===== config.mk =====
export PLATFORM = sky130hd
export DESIGN_NAME = ppt_front
export DESIGN_NICKNAME = d
export VERILOG_FILES = /design/src/hw/rtl/ppt_pkg.sv /design/src/hw/rtl/ppt_front.sv
export SDC_FILE = /design/constraint.sdc
export NUM_CORES = 1
export LEC_CHECK = 0
export ABC_AREA = 0
export BUFFER_PORTS_ARGS = -buffer_cell sky130_fd_sc_hd__buf_2
export CELL_PAD_IN_SITES_DETAIL_PLACEMENT = 0
export CELL_PAD_IN_SITES_GLOBAL_PLACEMENT = 1
export CORE_UTILIZATION = 14
export DETAILED_ROUTE_END_ITERATION = 8
export GPL_TIMING_DRIVEN = 0
export PLACE_DENSITY = 0.9
export SLEW_MARGIN = 20
export SYNTH_ARGS = -nofsm -noshare
export SYNTH_HDL_FRONTEND = slang
export SYNTH_SLANG_ARGS = --single-unit

===== constraint.sdc =====
create_clock -name vclk -period 1.9
set_input_delay 0.285 -clock vclk [all_inputs]
set_output_delay 0.285 -clock vclk [all_outputs]
set_load 0.01 [all_outputs]

===== src/hw/rtl/ppt_pkg.sv =====
`default_nettype none
// ----------------------------------------------------------------------------
// ppt_pkg
// Shared types and constants of the point-in-polygon tester.
// ----------------------------------------------------------------------------
package ppt_pkg;

    localparam int SLOT_W       = 10;
    localparam int VERTEX_SLOTS = 1 << SLOT_W;
    localparam int CNT_W        = SLOT_W + 1;
    localparam int COORD_W      = 32;
    localparam int CMD_DEPTH    = 2;
    localparam int LVL_W        = $clog2(CMD_DEPTH + 1);

    localparam logic [1:0] OP_WRITE   = 2'd0;
    localparam logic [1:0] OP_READ    = 2'd1;
    localparam logic [1:0] OP_POINT   = 2'd2;
    localparam logic [1:0] OP_OVERLAP = 2'd3;

    typedef struct packed {
        logic [1:0]               op;
        logic [SLOT_W-1:0]        addr;
        logic [SLOT_W-1:0]        first_a;
        logic [CNT_W-1:0]         count_a;
        logic [SLOT_W-1:0]        first_b;
        logic [CNT_W-1:0]         count_b;
        logic signed [COORD_W-1:0] x;
        logic signed [COORD_W-1:0] y;
    } cmd_t;

    typedef struct packed {
        logic [LVL_W-1:0] level;
        logic             empty;
        logic             full;
    } fifo_status_t;

endpackage
`default_nettype wire


===== src/hw/rtl/ppt_front.sv =====
`default_nettype none
// ----------------------------------------------------------------------------
// ppt_front
// Unpacks an input beat, saturates counts and forms the write/read slot.
// ----------------------------------------------------------------------------
module ppt_front (
    input  wire logic [119:0]  s_tdata,
    input  wire logic [1:0]    s_tuser,
    input  wire logic          s_tvalid,
    input  wire logic          q_full,
    output logic               s_tready,
    output logic               push,
    output ppt_pkg::cmd_t      cmd
);

    localparam logic [ppt_pkg::CNT_W-1:0] MAX_CNT = ppt_pkg::CNT_W'(ppt_pkg::VERTEX_SLOTS);

    logic [ppt_pkg::SLOT_W-1:0] first_a;
    logic [ppt_pkg::CNT_W-1:0]  count_a;
    logic [ppt_pkg::SLOT_W-1:0] first_b;
    logic [ppt_pkg::CNT_W-1:0]  count_b;
    logic [ppt_pkg::SLOT_W-1:0] rel;

    assign first_a = s_tdata[9:0];
    assign count_a = s_tdata[20:10];
    assign first_b = s_tdata[30:21];
    assign count_b = s_tdata[41:31];
    assign rel     = s_tdata[51:42];

    assign s_tready = !q_full;
    assign push     = s_tvalid && !q_full;

    always_comb begin
        cmd.op      = s_tuser;
        cmd.addr    = first_a + rel;    // wraps modulo the slot count
        cmd.first_a = first_a;
        cmd.count_a = count_a[ppt_pkg::CNT_W-1] ? MAX_CNT : count_a;
        cmd.first_b = first_b;
        cmd.count_b = count_b[ppt_pkg::CNT_W-1] ? MAX_CNT : count_b;
        cmd.x       = s_tdata[83:52];
        cmd.y       = s_tdata[115:84];
    end

endmodule
`default_nettype wire


Yosys cells after proc, flatten, opt, wreduce, memory -nomap -nowiden
Index checks and enable logic that the tools add are counted.
Cells by class
  $mul: 0
  divide/modulo/power cells: 0
  muxes and demuxes: 2
  equality and inequality tests: 0
  magnitude comparators: 0
  shift-type cells: 0
  bitwise operators: 0
  add/sub/neg operators: 1
  reductions and logical operators: 2
Operators by type and width (number)
  two-way mux 11 bit: 2
  adder 10 bit: 1
  logical AND 1 bit: 1
  logical NOT 1 bit: 1
Word-level totals
  input bits: 124
  memory bits (writable): 0
  latch bits: 0
  register bits after elaboration: 0
  memories kept: 0
  bits in read-only memories: 0

Logic depth before layout (Yosys ltp)
Gate-level depths: netlist of the first run.
  depth in word-level cells: 2
  gate-level depth with buffers: 7

Worst setup path after synthesis of the first run
Ideal clock, no wire load.
  path kind: input-to-output
  start: input s_tdata[0]
  end: output cmd[114] in the netlist's numbering
  path slack: 0.099 ns
  cell stages on the path: 7
  required time: 1.615 ns
  arrival: 1.516 ns
  cells stage by stage: ha_1 inv_1 fa_1 nand2b_1 a21oi_1 a221oi_2 xnor2_1
RTL lines
  start, declared: line ppt_front.sv:7  | input wire logic [119:0] s_tdata,
  end, declared: line ppt_front.sv:13  | output ppt_pkg::cmd_t cmd

==> results of run 1 <==
[synthesized netlist by cell type (2+ instances only)]
library cell,instances
sky130_fd_sc_hd__buf_4,88
sky130_fd_sc_hd__nand3_1,5
sky130_fd_sc_hd__nand2_1,2
sky130_fd_sc_hd__ha_1,9
sky130_fd_sc_hd__nor2_1,4
sky130_fd_sc_hd__inv_1,7
sky130_fd_sc_hd__a21o_1,2
sky130_fd_sc_hd__xnor2_1,7
sky130_fd_sc_hd__o211ai_1,2
sky130_fd_sc_hd__xor2_1,2
sky130_fd_sc_hd__a21oi_1,4
sky130_fd_sc_hd__nor2b_1,21
sky130_fd_sc_hd__a31oi_1,2
[kinds of logic (layout without fill, tap and decap cells)]
family | after synthesis | in the layout | share of synthesized area (%)
AOI/OAI and AO/OA | 13 | 13 | 7.73
xor gates and xnor gates | 9 | 9 | 6.67
adders and majority gates | 10 | 10 | 11.2
buffers and inverters | 95 | 266 | 58.2
and+or+nand+nor | 34 | 34 | 16.2
[power breakdown]
group	internal [mW]	leakage, nW	switching (mW)
Combinational	0.369	1.37	0.279
Clock	0	0	0
Sequential	0	0	0
[final cells by class]
cell class         count  area, um^2
well taps            105         131
multi-input cells     66         622
plain buffers         88         661
inverters              7        26.3
repair buffers       171         898
fillers              896        5840
[routing by layer]
metal	vias to the layer above	routed length [um]	GRT usage (%)	part of all wire [%]
met2	126	2490	18.0	62
li1	768	-	-	-
met1	664	1110	5.73	28
met5	-	0	0	0
met4	0	0	0	0
met3	0	425	0.405	11
[worst paths after layout]
check  endpoint  slack, ps  cells past startpoint
max    cmd[114]         50                      7
min     cmd[59]        750                      2
[placed cells by master, fill, tap and decap left out]
master                     synthesis  routed
sky130_fd_sc_hd__a31oi_4           0       1
sky130_fd_sc_hd__a221oi_2          1       1
sky130_fd_sc_hd__o221ai_2          0       1
sky130_fd_sc_hd__xnor2_1           7       7
sky130_fd_sc_hd__inv_2             0       1
sky130_fd_sc_hd__buf_6             0       4
sky130_fd_sc_hd__nor2_1            4       4
sky130_fd_sc_hd__a21o_1            2       2
sky130_fd_sc_hd__a21oi_1           4       1
sky130_fd_sc_hd__nand2_1           2       2
sky130_fd_sc_hd__a21oi_4           0       1
sky130_fd_sc_hd__buf_2             0     160
sky130_fd_sc_hd__inv_1             7       6
sky130_fd_sc_hd__buf_4            88      95
sky130_fd_sc_hd__o211ai_1          2       2
sky130_fd_sc_hd__a31oi_1           2       1
sky130_fd_sc_hd__nand2b_4          0       1
sky130_fd_sc_hd__ha_2              0       1
sky130_fd_sc_hd__o21ai_0           1       1
sky130_fd_sc_hd__ha_4              0       6
sky130_fd_sc_hd__and2_1            1       1
sky130_fd_sc_hd__xor2_1            2       2
sky130_fd_sc_hd__nor2b_1          21      21
sky130_fd_sc_hd__nand3_1           5       5
sky130_fd_sc_hd__fa_2              0       1
sky130_fd_sc_hd__a21oi_2           0       2
sky130_fd_sc_hd__ha_1              9       2
[per-stage QoR]
stage	hold WS (ps)	TNS, ps	setup WS, ps
after detailed placement	753	-708	-249
after global placement	754	-741	-265
final	752	0	53.1
after floorplan	614	0	98.8
after CTS	753	-35.2	-35.2
after global routing	756	-23.0	-23.0
[repair_timing]
item | 4_1_cts | 5_1_grt
setup endpoints to repair | 6 | 4
resized for setup | 21 | 5
setup buffers | 4 | 3
pin swaps | 12 | 10
hold buffers | 0 | 0
==> run summary, run 1 <==
The run finished with clean final reports. The run gives 0 as the initial antenna violation count. The cell area after technology mapping is 1180 um^2, and the final critical path time including I/O delays and setup is 1850 ps. Among all stages on the critical path, the largest delay is contributed by sky130_fd_sc_hd__a221oi_2.

The iteration-0 DRC count of the detailed router is 3. The worst path uses 97.2% of the clock period. The floorplan step set the die height to 93.9 um. In this run the power density over the cells is 277 nW/um^2. Of all nets on the critical path, the largest fanout is 2. Setup violations remaining at the end of the flow were counted as 0. The run gives 0 as the hold violation count in the final report.

Traced cell by cell, the critical path runs through buf_6, ha_4, a21o_1, a21o_1, a221oi_2, xnor2_1, buf_2. For this run, the total global-route usage over all layers was measured as 7.13%. The arrival time of the worst setup path is 1560 ps, and the delay of the slowest critical-path stage is 270 ps.

The maximum number of pins on one net before global-route repair is 12, and the total of clock buffers placed in the layout is 0. The post-route netlist has 82.8% of its cells at a drive strength greater than 1. During I/O placement, the number of pins put on the boundary was 244.

The run gives 0 as the DRC violation count after routing. The endpoint class of the critical path is an output port. The critical path starts at s_tdata[5]. Setup repair after global routing could not meet its margin everywhere. The tools report the number of synthesis warnings as 0. The number of distinct library cells after synthesis is 19, and the buffer and inverter count on the worst path is 2. For this run the aggregate overflow at the end of global routing stands at 0. The tools report the area used by sequential logic in the layout as 0 um^2.

Measured on the finished design, the core utilization comes to 28.6%. A synthesized cell averages 7.34 um^2. After detailed routing, the average wire length per cell comes to 9.21 um. Compared with the post-synthesis result, the final layout area differs by 98.0%. The path category of the worst min-delay check was input port to output port. The placeable core region is 8180 um^2, and the number of maximum-capacitance constraint violations is 0. At the pin with the least slew margin, the transition time is 275 ps.

The tools report the final net count as 468. Including well taps, the total number of placed cells is 430. The biggest area consumer among synthesized cells is sky130_fd_sc_hd__buf_4. The cell repeated most along the worst path was sky130_fd_sc_hd__a21o_1.

The tools report the count of TritonRoute iterations in the first routing pass as 2. The run gives 2340 um^2 as the final cell area excluding filler cells. After synthesis, flip-flops and latches occupy 0% of the total area.

The run gives 81.6% as the headroom to the max-slew limit. Synthesis produced a netlist with a net count of 295. The die width is 93.9 um.

The via count of the first global-routing pass came out at 1,255. The starting density of the core is 14.4%. The final-report max-slew violation count was 0; the peak ir drop on the vdd network was 0.110 mV. Summed over its instances, the top area cell type makes up 55.9% of the synthesized netlist area.

For this run, the top clock speed supported by timing is 541 MHz. The worst setup path is launched from an input port. The floorplan has 33 rows. For the worst path required time, the log shows 1620 ps.

Input and output buffers added on the ports amount to 164. Summed over all cells, the static leakage comes to 1.37 nW. Wires add up to 4020 um.

Total placed instance area: 2130 um^2. By area the synthesized netlist is led by sky130_fd_sc_hd__buf_4 56%, sky130_fd_sc_hd__nor2b_1 11%, sky130_fd_sc_hd__ha_1 9.5%. The average vias per placed instance came out at 3.57. The kind of cell with the highest combined delay along the critical path is compound AO/OA/AOI/OAI gates. The repair_antennas step left the layout with diodes totalling 0.

The number of sequential cells in the layout is 0, and the total chip power is 648 uW. The startpoint identified for the worst hold timing path is s_tdata[79]. The worst setup path is of the input port to output port kind.

The logs give 5140 um for the global-route wire length before repair and 161 for the gate count of the mapped netlist. Detailed routing inserted a total of 1,558 vias. At the end of routability-driven placement, the weighted congestion stood at 0.821. The count of nets left with antenna violations once routing finished came out at 0. The die covers 8810 um^2. The run gives 437 as the filler-free cell count of the finished design.
Power figures use the tool's default switching activity.
==> run 2, diff against run 1 <==
--- a/config.mk
+++ b/config.mk
@@ -9,6 +9,7 @@
 export BUFFER_PORTS_ARGS = -buffer_cell sky130_fd_sc_hd__buf_2
 export CELL_PAD_IN_SITES_DETAIL_PLACEMENT = 0
 export CELL_PAD_IN_SITES_GLOBAL_PLACEMENT = 1
+export CORE_ASPECT_RATIO = 0.9
 export CORE_UTILIZATION = 14
 export DETAILED_ROUTE_END_ITERATION = 8
 export GPL_TIMING_DRIVEN = 0
==> run summary, run 2 (synthesis gave the netlist of run 1 again) <==
The tools report the endpoint class of the critical path as an output port. The run gives 633 um^2 (+1.8%) as the area taken by multi-input logic gates. The chip height works out to 89.1 um (-5.0%).

The global-route wire length before repair was 5510 um (+7.1%); the smallest setup slack after layout was -10.8 ps (-63.8 ps). The cell repeated most along the worst path was sky130_fd_sc_hd__a21o_1. The number of fill cells in the layout is 883 (-1.5%), and the total of clock buffers placed in the layout is 0 (unchanged). The layout overhead on the synthesized area is 99.0%. The slowest stage of the critical path is the sky130_fd_sc_hd__a221oi_2 cell. STA classifies the critical path startpoint as an input port. The count of standard-cell rows is 31 (-6.1%), and the arrival time of the worst setup path is 1630 ps (+70 ps). The run gives 3900 um as the detailed-placement wirelength estimate. The routed via count is 1,552 (-0.39%). The average wire per standard cell is 9.97 um (+8.3%), and the largest driver fanout on the critical path is 4 (+2). The share of the cycle needed by the critical path after routing came out at 101% (+3.4 points). The critical path goes through buf_8, ha_4, a21o_1, a21o_1, a221oi_2, xnor2_1, buf_2. For the number of diodes added for antenna fixing, the log shows 0 (unchanged). The hold violation count in the final report is 0 (unchanged), and the average vias per placed instance is 3.59 (+0.77%). The transition time of the tightest slew-check pin works out to 273 ps (-1.34 ps).

The starting density of the core was 14.6% (+0.12 points). The library cell used most frequently in the layout, excluding fill and tap cells, is sky130_fd_sc_hd__buf_2. The run gives -10.8 ps (-10.8 ps) as the total negative setup slack. The logs give 81.7% (+0.090 points) for the headroom to the max-slew limit and 0 (unchanged) for the number of maximum-capacitance constraint violations.

The global-route usage over all layers was 7.71% (+0.58 points); the delay of the slowest critical-path stage was 310 ps (+40 ps). The checks that failed: negative setup slack. For the DRC violation count after routing, the log shows 0 (unchanged).

The worst hold path belongs to the class input port to output port. The met2 routing resource usage after global routing came out at 19.3% (+1.3 points). The met1 routing resource usage after global routing is 6.59% (+0.85 points), and the buffer and inverter count on the worst path is 2 (unchanged). The worst path required time was 1620 ps (about the same).

The logs give 0 um^2 (unchanged) for the area used by sequential logic in the layout and 0 (unchanged) for the number of sequential cells in the layout. The ratio of cells with drive above 1 in the final layout was 83.2% (+0.35 points). The via count of the first global-routing pass was 1,278 (+1.8%). The logs give 424 (-1.4%) for the cell count after placement and 1 (+1) for the setup violation total in the final timing report. Leakage component of the power: 1.38 nW (+0.53%).

The run gives 0 (unchanged) as the final-report max-slew violation count. The count of TritonRoute iterations in the first routing pass came out at 4 (+2). The flow ran to the end, but the final reports show violations. The library cells used most frequently in the layout, excluding fill and tap cells, are 161 x sky130_fd_sc_hd__buf_2, 96 x sky130_fd_sc_hd__buf_4, 21 x sky130_fd_sc_hd__nor2b_1. For the fraction of met3 tracks used by global routing, the log shows 0.860% (+0.46 points). For the initial antenna violation count, the log shows 0 (unchanged).

The power density normalized to cell area is 282 nW/um^2 (+1.7%). The tools report the floorplan die area as 8810 um^2 (about the same). The tools report the final net count as 469 (+0.21%). The highest-utilization routing layer at the global route stage was met2. The iteration-0 DRC count of the detailed router was 24 (+21); the number of buffers added on ports was 164 (unchanged). The achievable clock frequency came out at 523 MHz (-3.3%).

The critical path is of the input port to output port type. Setup repair after global routing could not meet its margin everywhere. Count of pins on the block boundary: 244 (unchanged). For the filler-free cell count of the finished design, the log shows 432 (-1.1%).

The final critical path time including I/O delays and setup was 1910 ps (+63.8 ps). The run gives 0 (unchanged) as the residual overflow from global routing. The number of nets with antenna violations after detailed routing is 0 (unchanged), and the weighted congestion reported at the end of routability-driven placement is 0.806 (-1.8%).

The die width is 98.8 um (+5.3%), and the wire length after detailed routing is 4310 um (+7.1%). The peak ir drop on the vdd network was 0.105 mV (-4.8%). Maximum number of pins on one net before global-route repair: 12 (unchanged).

The placeable core region came out at 8110 um^2 (-0.84%). Broken down by cell family, the worst path's largest delay share belongs to compound AO/OA/AOI/OAI gates.
## run 2: power breakdown
part	switching (mW)	internal [mW]
sequential	0	0
clock	0	0
combinational	0.287	0.376
## run 2: layout make-up
class / instances / share of cell area, %
multi-input cells: 66 / 26.9
well taps: 99 / 5.27
repair buffers: 172 / 38.6
inverters: 7 / 1.12
plain buffers: 88 / 28.1
## run 2: routing by layer
layer  routed length, um  share of wire (%)
met2                2610                 61
met4                   0                  0
met1                1330                 31
met3                 371                8.6
met5                   0                  0
## run 2: final timing paths
check | from | end | slack, ps | depth (start not counted)
worst max-delay path | s_tdata[5] | cmd[114] | -10 | 7
worst min-delay path | s_tdata[79] | cmd[59] | 750 | 2
## run 2: timing repair
action,in CTS,in global routing
setup endpoints to repair,6,6
hold buffers,0,0
pin swaps,9,9
setup buffers,4,4
gates resized for setup,17,13
## run 2: per-stage QoR
| stage | hold WS, ps | area [um^2] | setup slack, ps | util, % | power [mW] |
|---|---|---|---|---|---|
| after floorplan | 614 | 1180 | 98.8 | - | 0.358 |
| after global placement | 754 | 2130 | -199 | 26.2 | 0.582 |
| after detailed placement | 754 | 2130 | -237 | 26.2 | 0.590 |
| after CTS | 754 | 2240 | -22.0 | 27.7 | 0.630 |
| after global routing | 756 | 2350 | -42.6 | 29.0 | 0.723 |
| final | 752 | 2350 | -10.8 | 29.0 | 0.663 |
