$ cat src/hw/rtl/ppt_pkg.sv
`default_nettype none
// ----------------------------------------------------------------------------
// ppt_pkg
// Shared types and constants of the point-in-polygon tester.
// ----------------------------------------------------------------------------
package ppt_pkg;

    localparam int SLOT_W       = 10;
    localparam int VERTEX_SLOTS = 1 << SLOT_W;
    localparam int CNT_W        = SLOT_W + 1;
    localparam int COORD_W      = 32;
    localparam int CMD_DEPTH    = 2;
    localparam int LVL_W        = $clog2(CMD_DEPTH + 1);

    localparam logic [1:0] OP_WRITE   = 2'd0;
    localparam logic [1:0] OP_READ    = 2'd1;
    localparam logic [1:0] OP_POINT   = 2'd2;
    localparam logic [1:0] OP_OVERLAP = 2'd3;

    typedef struct packed {
        logic [1:0]               op;
        logic [SLOT_W-1:0]        addr;
        logic [SLOT_W-1:0]        first_a;
        logic [CNT_W-1:0]         count_a;
        logic [SLOT_W-1:0]        first_b;
        logic [CNT_W-1:0]         count_b;
        logic signed [COORD_W-1:0] x;
        logic signed [COORD_W-1:0] y;
    } cmd_t;

    typedef struct packed {
        logic [LVL_W-1:0] level;
        logic             empty;
        logic             full;
    } fifo_status_t;

endpackage
`default_nettype wire

$ cat src/hw/rtl/ppt_cmd_fifo.sv
`default_nettype none
// ----------------------------------------------------------------------------
// ppt_cmd_fifo
// Short command queue between front and engine.
// ----------------------------------------------------------------------------
module ppt_cmd_fifo (
    input  wire logic               aclk,
    input  wire logic               aresetn,
    input  wire logic               push,
    input  wire ppt_pkg::cmd_t      cmd_in,
    input  wire logic               pop,
    output ppt_pkg::cmd_t           cmd_out,
    output ppt_pkg::fifo_status_t   status
);

    localparam int PTR_W = $clog2(ppt_pkg::CMD_DEPTH);
    localparam logic [ppt_pkg::LVL_W-1:0] DEPTH_L = ppt_pkg::LVL_W'(ppt_pkg::CMD_DEPTH);

    ppt_pkg::cmd_t               slot_reg [ppt_pkg::CMD_DEPTH];
    logic [PTR_W-1:0]            wr_ptr_reg;
    logic [PTR_W-1:0]            rd_ptr_reg;
    logic [ppt_pkg::LVL_W-1:0]   level_reg;

    always_comb begin
        status.level = level_reg;
        status.empty = (level_reg == '0);
        status.full  = (level_reg == DEPTH_L);
    end

    assign cmd_out = slot_reg[rd_ptr_reg];

    always_ff @(posedge aclk) begin
        if (push) begin
            slot_reg[wr_ptr_reg] <= cmd_in;
        end
    end

    always_ff @(posedge aclk) begin
        if (!aresetn) begin
            wr_ptr_reg <= '0;
            rd_ptr_reg <= '0;
            level_reg  <= '0;
        end else begin
            if (push) begin
                wr_ptr_reg <= (wr_ptr_reg == PTR_W'(ppt_pkg::CMD_DEPTH - 1)) ? '0
                              : wr_ptr_reg + 1'b1;
            end
            if (pop) begin
                rd_ptr_reg <= (rd_ptr_reg == PTR_W'(ppt_pkg::CMD_DEPTH - 1)) ? '0
                              : rd_ptr_reg + 1'b1;
            end
            if (push && !pop) begin
                level_reg <= level_reg + 1'b1;
            end else if (pop && !push) begin
                level_reg <= level_reg - 1'b1;
            end
        end
    end

endmodule
`default_nettype wire

$ cat config.mk
export PLATFORM = sky130hd
export DESIGN_NAME = ppt_cmd_fifo
export DESIGN_NICKNAME = d
export VERILOG_FILES = /design/src/hw/rtl/ppt_pkg.sv /design/src/hw/rtl/ppt_cmd_fifo.sv
export SDC_FILE = /design/constraint.sdc
export NUM_CORES = 1
export LEC_CHECK = 0
export ABC_AREA = 1
export BUFFER_PORTS_ARGS = -buffer_cell sky130_fd_sc_hd__buf_4
export CAP_MARGIN = 20
export CORE_MARGIN = 2
export CORE_UTILIZATION = 49
export CTS_BUF_LIST = sky130_fd_sc_hd__clkbuf_4
export DETAILED_ROUTE_END_ITERATION = 10
export GPL_TIMING_DRIVEN = 1
export PLACE_DENSITY = 0.78
export SLEW_MARGIN = 20
export SYNTH_ARGS = -nofsm -noshare
export SYNTH_HDL_FRONTEND = slang
export SYNTH_SLANG_ARGS = --single-unit
$ cat constraint.sdc
create_clock -name aclk -period 8.3 [get_ports aclk]
set_clock_uncertainty 0.05 [all_clocks]
set_input_delay 2.49 -clock aclk [delete_from_list [all_inputs] [get_ports aclk]]
set_output_delay 2.49 -clock aclk [all_outputs]
set_load 0.01 [all_outputs]
## Word level (Yosys, flattened, before mapping)

Memories as Yosys holds them, arrays and structs flattened. A register that Yosys moved wholly into a read port is not among the register bits.
Cells that the tools add are included.

| word-level totals | value |
|---|---|
| register bits | 4 |
| bits in writable memories | 236 |
| memories kept | 1 |

Memory list:

| memory | words | bits a word | read ports | clocked after memory_dff | wr ports | line | text |
|---|---|---|---|---|---|---|---|
| slot_reg | 2 | 118 | 1 | 1 | 1 | ppt_cmd_fifo.sv:19 | `ppt_pkg::cmd_t slot_reg [ppt_pkg::CMD_DEPTH];` |

| operators by class | value |
|---|---|
| $add $sub $neg | 4 |
| equal/unequal tests | 1 |
| multiplexer cells | 8 |
| reductions and logical operators | 6 |

Operator list:

| operator | number |
|---|---|
| 1-bit two-way mux | 6 |
| 2-bit two-way mux | 2 |
| 1-bit adder, second input constant | 2 |
| 2-bit by 1-bit adder with 2-bit output, second input constant | 1 |
| 2-bit equality test, second input constant | 1 |
| 1-bit logical AND | 2 |
| 1-bit zero test | 2 |
| 2-bit zero test | 1 |
| 2-bit nonzero test | 1 |
| 2-bit by 1-bit subtractor with 2-bit output, second input constant | 1 |

## Depth between registers and ports, before layout

Gate-level depths: netlist (run 1).

| logic depth | value |
|---|---|
| word-level depth | 4 |
| gate-level depth with buffers | 8 |

## Least setup slack after synthesis (run 1)

No wires, ideal clock.

| timing path | value |
|---|---|
| kind | input to register |
| from | input push |
| to | memory slot_reg[0][0] (netlist name) (enable) |
| library setup time | 600 ps |
| data arrival time | 7467 ps |
| required time | 7650 ps |
| slack | 184 ps |
| cell stages on the path | 2 |
| cells stage by stage | inv_1 > nor2_1 |

| on the way | value |
|---|---|
| cells in the longest elaborated chain, start to end | 2 |

RTL lines:

| item | line | text |
|---|---|---|
| start: declaration | ppt_cmd_fifo.sv:9 | `input wire logic push,` |
| 1-bit two-way mux | ppt_cmd_fifo.sv:33 | `if (push) begin` |
| 1-bit two-way mux (implied by the code) | ppt_cmd_fifo.sv:34 | `slot_reg[wr_ptr_reg] <= cmd_in;` |
| end: declaration | ppt_cmd_fifo.sv:19 |  |

No other way between the ends.

==> results of run 1 <==
metal layers:
layer	vias up	part of all wire, %	track usage (%)	wire length [um]
li1	2203	-	-	-
met1	2266	39	19.2	6440
met2	199	51	28.7	8530
met3	30	7.4	6.20	1230
met4	0	2.3	6.98	388
met5	-	0	0	0
placed cells by master, fill, tap and decap left out, drive strengths merged:
| cell | netlist | layout |
|---|---|---|
| nand4 | 1 | 1 |
| nor2 | 9 | 9 |
| o21ai | 1 | 1 |
| nand2 | 8 | 8 |
| clkinv | 0 | 12 |
| mux2 | 118 | 118 |
| dfxtp | 5 | 5 |
| buf | 13 | 247 |
| nand3 | 1 | 1 |
| edfxtp | 236 | 236 |
| a21oi | 1 | 1 |
| clkinvlp | 0 | 1 |
| ha | 1 | 1 |
| inv | 8 | 9 |
| bufinv | 0 | 1 |
| clkbuf | 0 | 89 |
critical path, cell delays in order, from the launching register on:
cell and delay (ns):
sky130_fd_sc_hd__dfxtp_4 0.88, sky130_fd_sc_hd__buf_4 0.80, sky130_fd_sc_hd__mux2_2 0.43, sky130_fd_sc_hd__buf_4 0.15
cell usage after synthesis:
cell type                  instances
sky130_fd_sc_hd__edfxtp_1        236
sky130_fd_sc_hd__mux2_2           98
sky130_fd_sc_hd__mux2_4           20
sky130_fd_sc_hd__buf_2             9
sky130_fd_sc_hd__nor2_1            9
sky130_fd_sc_hd__inv_1             8
sky130_fd_sc_hd__nand2_1           8
sky130_fd_sc_hd__dfxtp_1           5
sky130_fd_sc_hd__buf_6             4
sky130_fd_sc_hd__a21oi_1           1
sky130_fd_sc_hd__ha_1              1
sky130_fd_sc_hd__nand3_1           1
sky130_fd_sc_hd__nand4_1           1
sky130_fd_sc_hd__o21ai_0           1
final timing paths:
check / startpoint / endpoint / slack (ns) / cells after the start
setup / recovery: flip-flop / cmd_out[116] / 2.83 / 3
hold / removal: rd_ptr_reg$_SDFFE_PN0P_ / flip-flop / 0.46 / 2
setup reg to reg: wr_ptr_reg$_SDFFE_PN0P_ / slot_reg[1][89]$_DFFE_PP_ / 5.94 / 3
hold reg to reg: rd_ptr_reg$_SDFFE_PN0P_ / flip-flop / 0.46 / 2
power groups by stage:
stage	Combinational [mW]	Clock (mW)	Sequential [mW]
after floorplan	0.141	0	1.45
after detailed placement	0.288	0	1.46
after CTS	0.290	0.978	1.43
after global placement	0.281	0	1.46
after global routing	0.305	1.04	1.44
final	0.285	0.945	1.43
kinds of logic (layout without fill, tap and decap cells):
| kind of cell | after synthesis | count (layout) |
|---|---|---|
| compound gates | 2 | 2 |
| flops | 241 | 241 |
| buf+inv | 21 | 359 |
| fa+ha+maj | 1 | 1 |
| mux | 118 | 118 |
| simple gates | 19 | 19 |
final cells by class:
| type | instances | area (sq um) | share of cell area, % |
|---|---|---|---|
| Sequential cell | 241 | 7190 | 61.8 |
| Timing Repair Buffer | 247 | 1850 | 15.9 |
| Multi-Input combinational cell | 140 | 1510 | 13.0 |
| Clock buffer | 89 | 668 | 5.75 |
| Tap cell | 229 | 287 | 2.46 |
| Clock inverter | 15 | 86.3 | 0.742 |
| Inverter | 8 | 32.5 | 0.280 |
==> results.md, run 1 <==
- Number of nets produced by synthesis: 525
- Number of DRC markers in iteration 0: 195
- Wire length of the first global-routing pass: 25200 um
- Setup-failing EPs final: 0
- Cell Rows: 49
- Depth of the CTS H-tree: 2
- Routed vias/inst: 4.85
- Total count of max-transition violations in the final report: 0
- Synth Area in XOR/XNOR: 0%
- Mean instance size in the synthesized netlist: 21.9 sq um
- Post-synthesis instance area: 8810 sq um
- Fraction of final layout cells with drive strength greater than 1: 62.2%
- Warning count from the yosys run: 0
- Switching pwr: 578 uW
- WP data arrival: 2.93 ns
- Number of top-level design ports: 244
- Post-detailed-placement half-perimeter wirelength: 10700 um
- Post-CTS setup repair buffer count: 0
- Sum of internal, switching and leakage power: 2.66 mW
- Die span in y: 138 um
- Top cells by area, synth: sky130_fd_sc_hd__edfxtp_1 80%, sky130_fd_sc_hd__mux2_2 13%, sky130_fd_sc_hd__mux2_4 3.4%, sky130_fd_sc_hd__dfxtp_1 1.1%, sky130_fd_sc_hd__buf_2 0.51%
- Post-Synthesis Cells: 402
- DRT Wirelength: 16600 um
- Post-synthesis simple-gate area fraction: 0.852%
- Largest voltage drop on the vdd net: 0.000144 V
- Final hold violations: 0
- CTS sink count: 241
- Fin area: 11600 sq um
- Number of buffers inserted for hold repair after clock tree synthesis: 0
- Antenna Cells: 0
- Cell type with the highest aggregate area in the netlist: sky130_fd_sc_hd__edfxtp_1
- Starting density of the core: 49.5%
- Die Area: 19100 sq um
- Final Hold Slack: 0.455 ns
- Sequential element share of the synthesized area: 81.6%
- Maximum fanout along the worst path: 60
- Via total after detailed routing: 4698
- Area Overhead vs Synth: 32.0%
- Internal power contribution: 2.09 mW
- Leakage power figure: 4.50 nW
- GRT Total Usage: 16.8%
- Fraction of synthesized cell area taken by the top area cell type: 80.5%
- Critical Path End Type: output pin
- GR Overflow Total: 0
- Area share of fa/ha/maj cells after synthesis: 0.142%
- Routability Congestion: 0.771
- Sum Neg Setup Slack: 0 ns
- Final-layout fill cell count: 1257
- Transition at the pin with the smallest max-transition slack: 0.937 ns
- Power per cell area: 229 nW/um^2
- Worst slack at placement: 3.43 ns
- Final Util: 65.4%
- Core region area: 17800 sq um
- Critical path launch point type: flip-flop
- Max_slew headroom: 37.6%
- Initial antenna violation count: 0
- Compound-Gate Fraction of Synth Area: 0.114%
- Post-route non-filler standard cell count: 969
- Root buffer selected by CTS: sky130_fd_sc_hd__clkbuf_4
- Final critical-path required period: 5.47 ns
- Largest register FFs: 236
- Number of buffers created by CTS: 58
- Count of placed standard cells including taps: 865
- CTS tree: yes
- RSZ-0062 raised after global routing: false
- Clock share of power: 35.5%
- Min setup slack post-route: 2.83 ns
- Largest family of logic cells by synthesized area: multiplexers
- Post-layout nets: 819
- DR pass1 iterations: 4
- Vias in the first global route: 5018
- Horizontal die dimension: 138 um
- # DRC: 0
- Largest net degree at the start of global routing: 72
- Fin crit share: 65.9%
- Switching portion of total power: 21.7%
- Type of the setup path with the least slack: flip-flop to output pin
- Number of cells upsized or downsized after cts: 0
- Total of buffers placed on input and output ports: 243
- WP data required: 5.76 ns
- Mux cell area share after synthesis: 15.9%
- Path class of the lowest-slack min-delay path: flip-flop to flip-flop
- Combinational cell fraction of total power: 10.7%
- Run status: finished clean
- Max-cap violation count: 0
- Maximum root-to-sink buffer count: 3
- Share of total power in sequential cells: 53.8%
- Later-pin clock latency in the skew report: 0.64 ns
- Clk slew on worst S/H paths: 0.06 ns
- Wirelength per Cell: 17.1 um
- Post-detailed-route count of antenna-violating nets: 0
- FF+latch count, synth: 241
- Max Clock Freq: 0.183 GHz
- Number of distinct library cells after synthesis: 14
- Cell area after placement: 10900 sq um
Note: power is estimated with default switching activity, not from simulation.
==> run 2, diff against run 1 <==
==> constraint.sdc (replaced) <==
create_clock -name aclk -period 4.4 [get_ports aclk]
set_clock_uncertainty 0.05 [all_clocks]
set_input_delay 1.32 -clock aclk [delete_from_list [all_inputs] [get_ports aclk]]
set_output_delay 1.32 -clock aclk [all_outputs]
set_load 0.01 [all_outputs]
==> run 2 against run 1 <==
Compared with the run above:
- sequential power increased by 89%
- via count up 0.83%
- global-route usage is 0.26 points higher
- register-to-register slack got worse by 3.4 ns
- worst hold slack got worse by 0.033 ns
- wire length is 2.5% higher
- cell area hardly changed
- final cell count rose by 0.62%
- count of clock-buffer cells in the layout fell by 8
- clock power rose by 78%
- largest cell class unchanged
- largest power group unchanged
- highest routed layer unchanged
==> results.md, run 2 (synthesized netlist as in run 1, its figures left out) <==
- Worst reg-to-reg setup slack: 2.55 ns (-3.39 ns)
- Largest register FFs: 236 (unchanged)
- Routability Congestion: 0.811 (+5.2%)
- Path class of the lowest-slack min-delay path: flip-flop to flip-flop
- Wirelength per Cell: 17.4 um (+1.8%)
- Run status: finished clean
- DRT Wirelength: 17000 um (+2.5%)
- Number of cells upsized or downsized after cts: 0 (unchanged)
- Largest voltage drop on the vdd net: 0.000261 V (+81%)
- # DRC: 0 (unchanged)
- Delay of the slowest cell on the worst path: 0.65 ns (-0.23 ns)
- Worst Hold Launch: rd_ptr_reg$_SDFFE_PN0P_
- Buffers and inverters on the worst path: 2 (unchanged)
- Type of the setup path with the least slack: flip-flop to output pin
- Final hold violations: 0 (unchanged)
- Crit Reg-Reg Endpoint: slot_reg[1][53]$_DFFE_PP_
- Post-layout nets: 821 (+0.24%)
- WP data required: 3.03 ns (-2.73 ns)
- RSZ-0062 raised after global routing: false
- Max Clock Freq: 0.272 GHz
- Power per cell area: 424 nW/um^2 (+85%)
- GRT Total Usage: 17.1% (+0.26 points)
- Maximum root-to-sink buffer count: 3 (unchanged)
- Clk slew on worst S/H paths: 0.07 ns (about the same)
- Combined flip-flop and latch cell area: 7190 sq um (unchanged)
- Max-cap violation count: 0 (unchanged)
- Commonest non-fill, non-tap cell in the layout: sky130_fd_sc_hd__buf_4
- Starting density of the core: 49.5% (unchanged)
- Worst Hold Depth: 2 (unchanged)
- Number of buffers inserted for hold repair after clock tree synthesis: 0 (unchanged)
- Total count of max-transition violations in the final report: 0 (unchanged)
- Fraction of final layout cells with drive strength greater than 1: 61.0% (-1.2 points)
- Final critical-path required period: 3.67 ns
- Number of cells on the worst reg-to-reg path: 3 (unchanged)
- Post-detailed-route count of antenna-violating nets: 0 (unchanged)
- Multi-input combinational cell area: 1510 sq um (unchanged)
- Number of buffers created by CTS: 58 (unchanged)
- Transition at the pin with the smallest max-transition slack: 0.986 ns (+0.0494 ns)
- Horizontal die dimension: 138 um (unchanged)
- Cell Rows: 49 (unchanged)
- Area Overhead vs Synth: 32.0% (about the same)
- Sum Neg Setup Slack: 0 ns (unchanged)
- GR Overflow Total: 0 (unchanged)
- Fin crit share: 83.5%
- Final Util: 65.4% (about the same)
- Max_slew headroom: 34.3% (-3.3 points)
- Number of DRC markers in iteration 0: 155 (-21%)
- Largest net degree at the start of global routing: 75 (+4.2%)
- Core region area: 17800 sq um (unchanged)
- Maximum fanout along the worst path: 60 (unchanged)
- Number of top-level design ports: 244 (unchanged)
- Routed vias/inst: 4.86 (+0.21%)
- Depth of the CTS H-tree: 2 (unchanged)
- Worst path top cell family by delay: flip-flops
- Final-layout fill cell count: 1249 (-0.64%)
- CTS sink count: 241 (unchanged)
- Die Area: 19100 sq um (unchanged)
- Post-CTS setup repair buffer count: 0 (unchanged)
- Die span in y: 138 um (unchanged)
- Initial antenna violation count: 0 (unchanged)
- Wire length of the first global-routing pass: 25800 um (+2.3%)
- Later-pin clock latency in the skew report: 0.64 ns (about the same)
- DR pass1 iterations: 4 (unchanged)
- Critical path launch point type: flip-flop
- WP data arrival: 2.30 ns (-0.63 ns)
- Critical Path End Type: output pin
- Setup-failing EPs final: 0 (unchanged)
- Leading cell types in the layout, fill and taps excluded: 247 x sky130_fd_sc_hd__buf_4, 236 x sky130_fd_sc_hd__edfxtp_1, 98 x sky130_fd_sc_hd__mux2_2
- CTS tree: yes
- Vias in the first global route: 5189 (+3.4%)
- Via total after detailed routing: 4737 (+0.83%)
- Root buffer selected by CTS: sky130_fd_sc_hd__clkbuf_4
- Slowest CP cell: sky130_fd_sc_hd__dfxtp_4
- Post-detailed-placement half-perimeter wirelength: 11300 um (+6.3%)
- Cells along the critical path: buf_12, mux2_2, buf_4
- Total of buffers placed on input and output ports: 243 (unchanged)
- Antenna Cells: 0 (unchanged)
- Leakage power figure: 4.50 nW (-0.11%)
- Startpoint of the worst register-to-register path: wr_ptr_reg$_SDFFE_PN0P_
run 2: changes by cell type in the layout (fill, tap and decap cells not counted), sizes merged:
cell	change
bufinv	-1
clkinv	+14
clkinvlp	-1
clkbuf	-8
buf	+2
run 2: worst max path at each step:
stage	from	endpoint	slack [ns]	depth (start not counted)
4_1_cts	flip-flop	cmd_out[69]	0.67	3
5_1_grt	flip-flop	cmd_out[69]	0.59	3
6_report	flip-flop	cmd_out[69]	0.73	3
3_3_place_gp	flip-flop	cmd_out[75]	1.41	3
3_5_place_dp	flip-flop	cmd_out[69]	1.41	3
2_1_floorplan	push	slot_reg[1][0]$_DFFE_PP_	0.20	2
run 2: worst min-delay path: cells and delay by family (launching register included):
family	cells	cell delay, ns
simple gates	2	0.14
flops	1	0.33
run 2: cell type report:
cell class | count | area share [%]
clock inverter | 27 | 0.904
inverter | 8 | 0.280
clock buffer | 81 | 5.23
timing repair buffer | 249 | 16.3
sequential | 241 | 61.8
tap | 229 | 2.46
multi-input combinational | 140 | 13.0
run 2: through the flow:
stage               setup slack, ns  total power, mW  hold WS [ns]  area [sq um]  cells
floorplan                     0.202             3.00         0.413          8820    402
global placement               1.41             3.28         0.428         10900    867
detailed placement             1.41             3.30         0.444         10900    867
CTS                           0.671             4.99         0.422         11600    975
global route                  0.587             5.14         0.482         11600    975
finish                        0.728             4.93         0.423         11600    975
run 2: per-layer routing:
layer | track usage, % | vias to the layer above | wire length, um
li1 | - | 2216 | -
met1 | 18.6 | 2277 | 6400
met2 | 29.9 | 212 | 8810
met3 | 6.58 | 32 | 1390
met4 | 7.09 | 0 | 403
met5 | 0 | - | 0
run 2: report_power, final:
| group | internal [mW] | total, mW | switching, mW | leakage [nW] |
|---|---|---|---|---|
| registers | 2.66 | 2.70 | 0.0410 | 2.26 |
| clock network | 0.856 | 1.68 | 0.822 | 0.425 |
| logic | 0.303 | 0.549 | 0.245 | 1.82 |
| total | 3.82 | 4.93 | 1.11 | 4.50 |
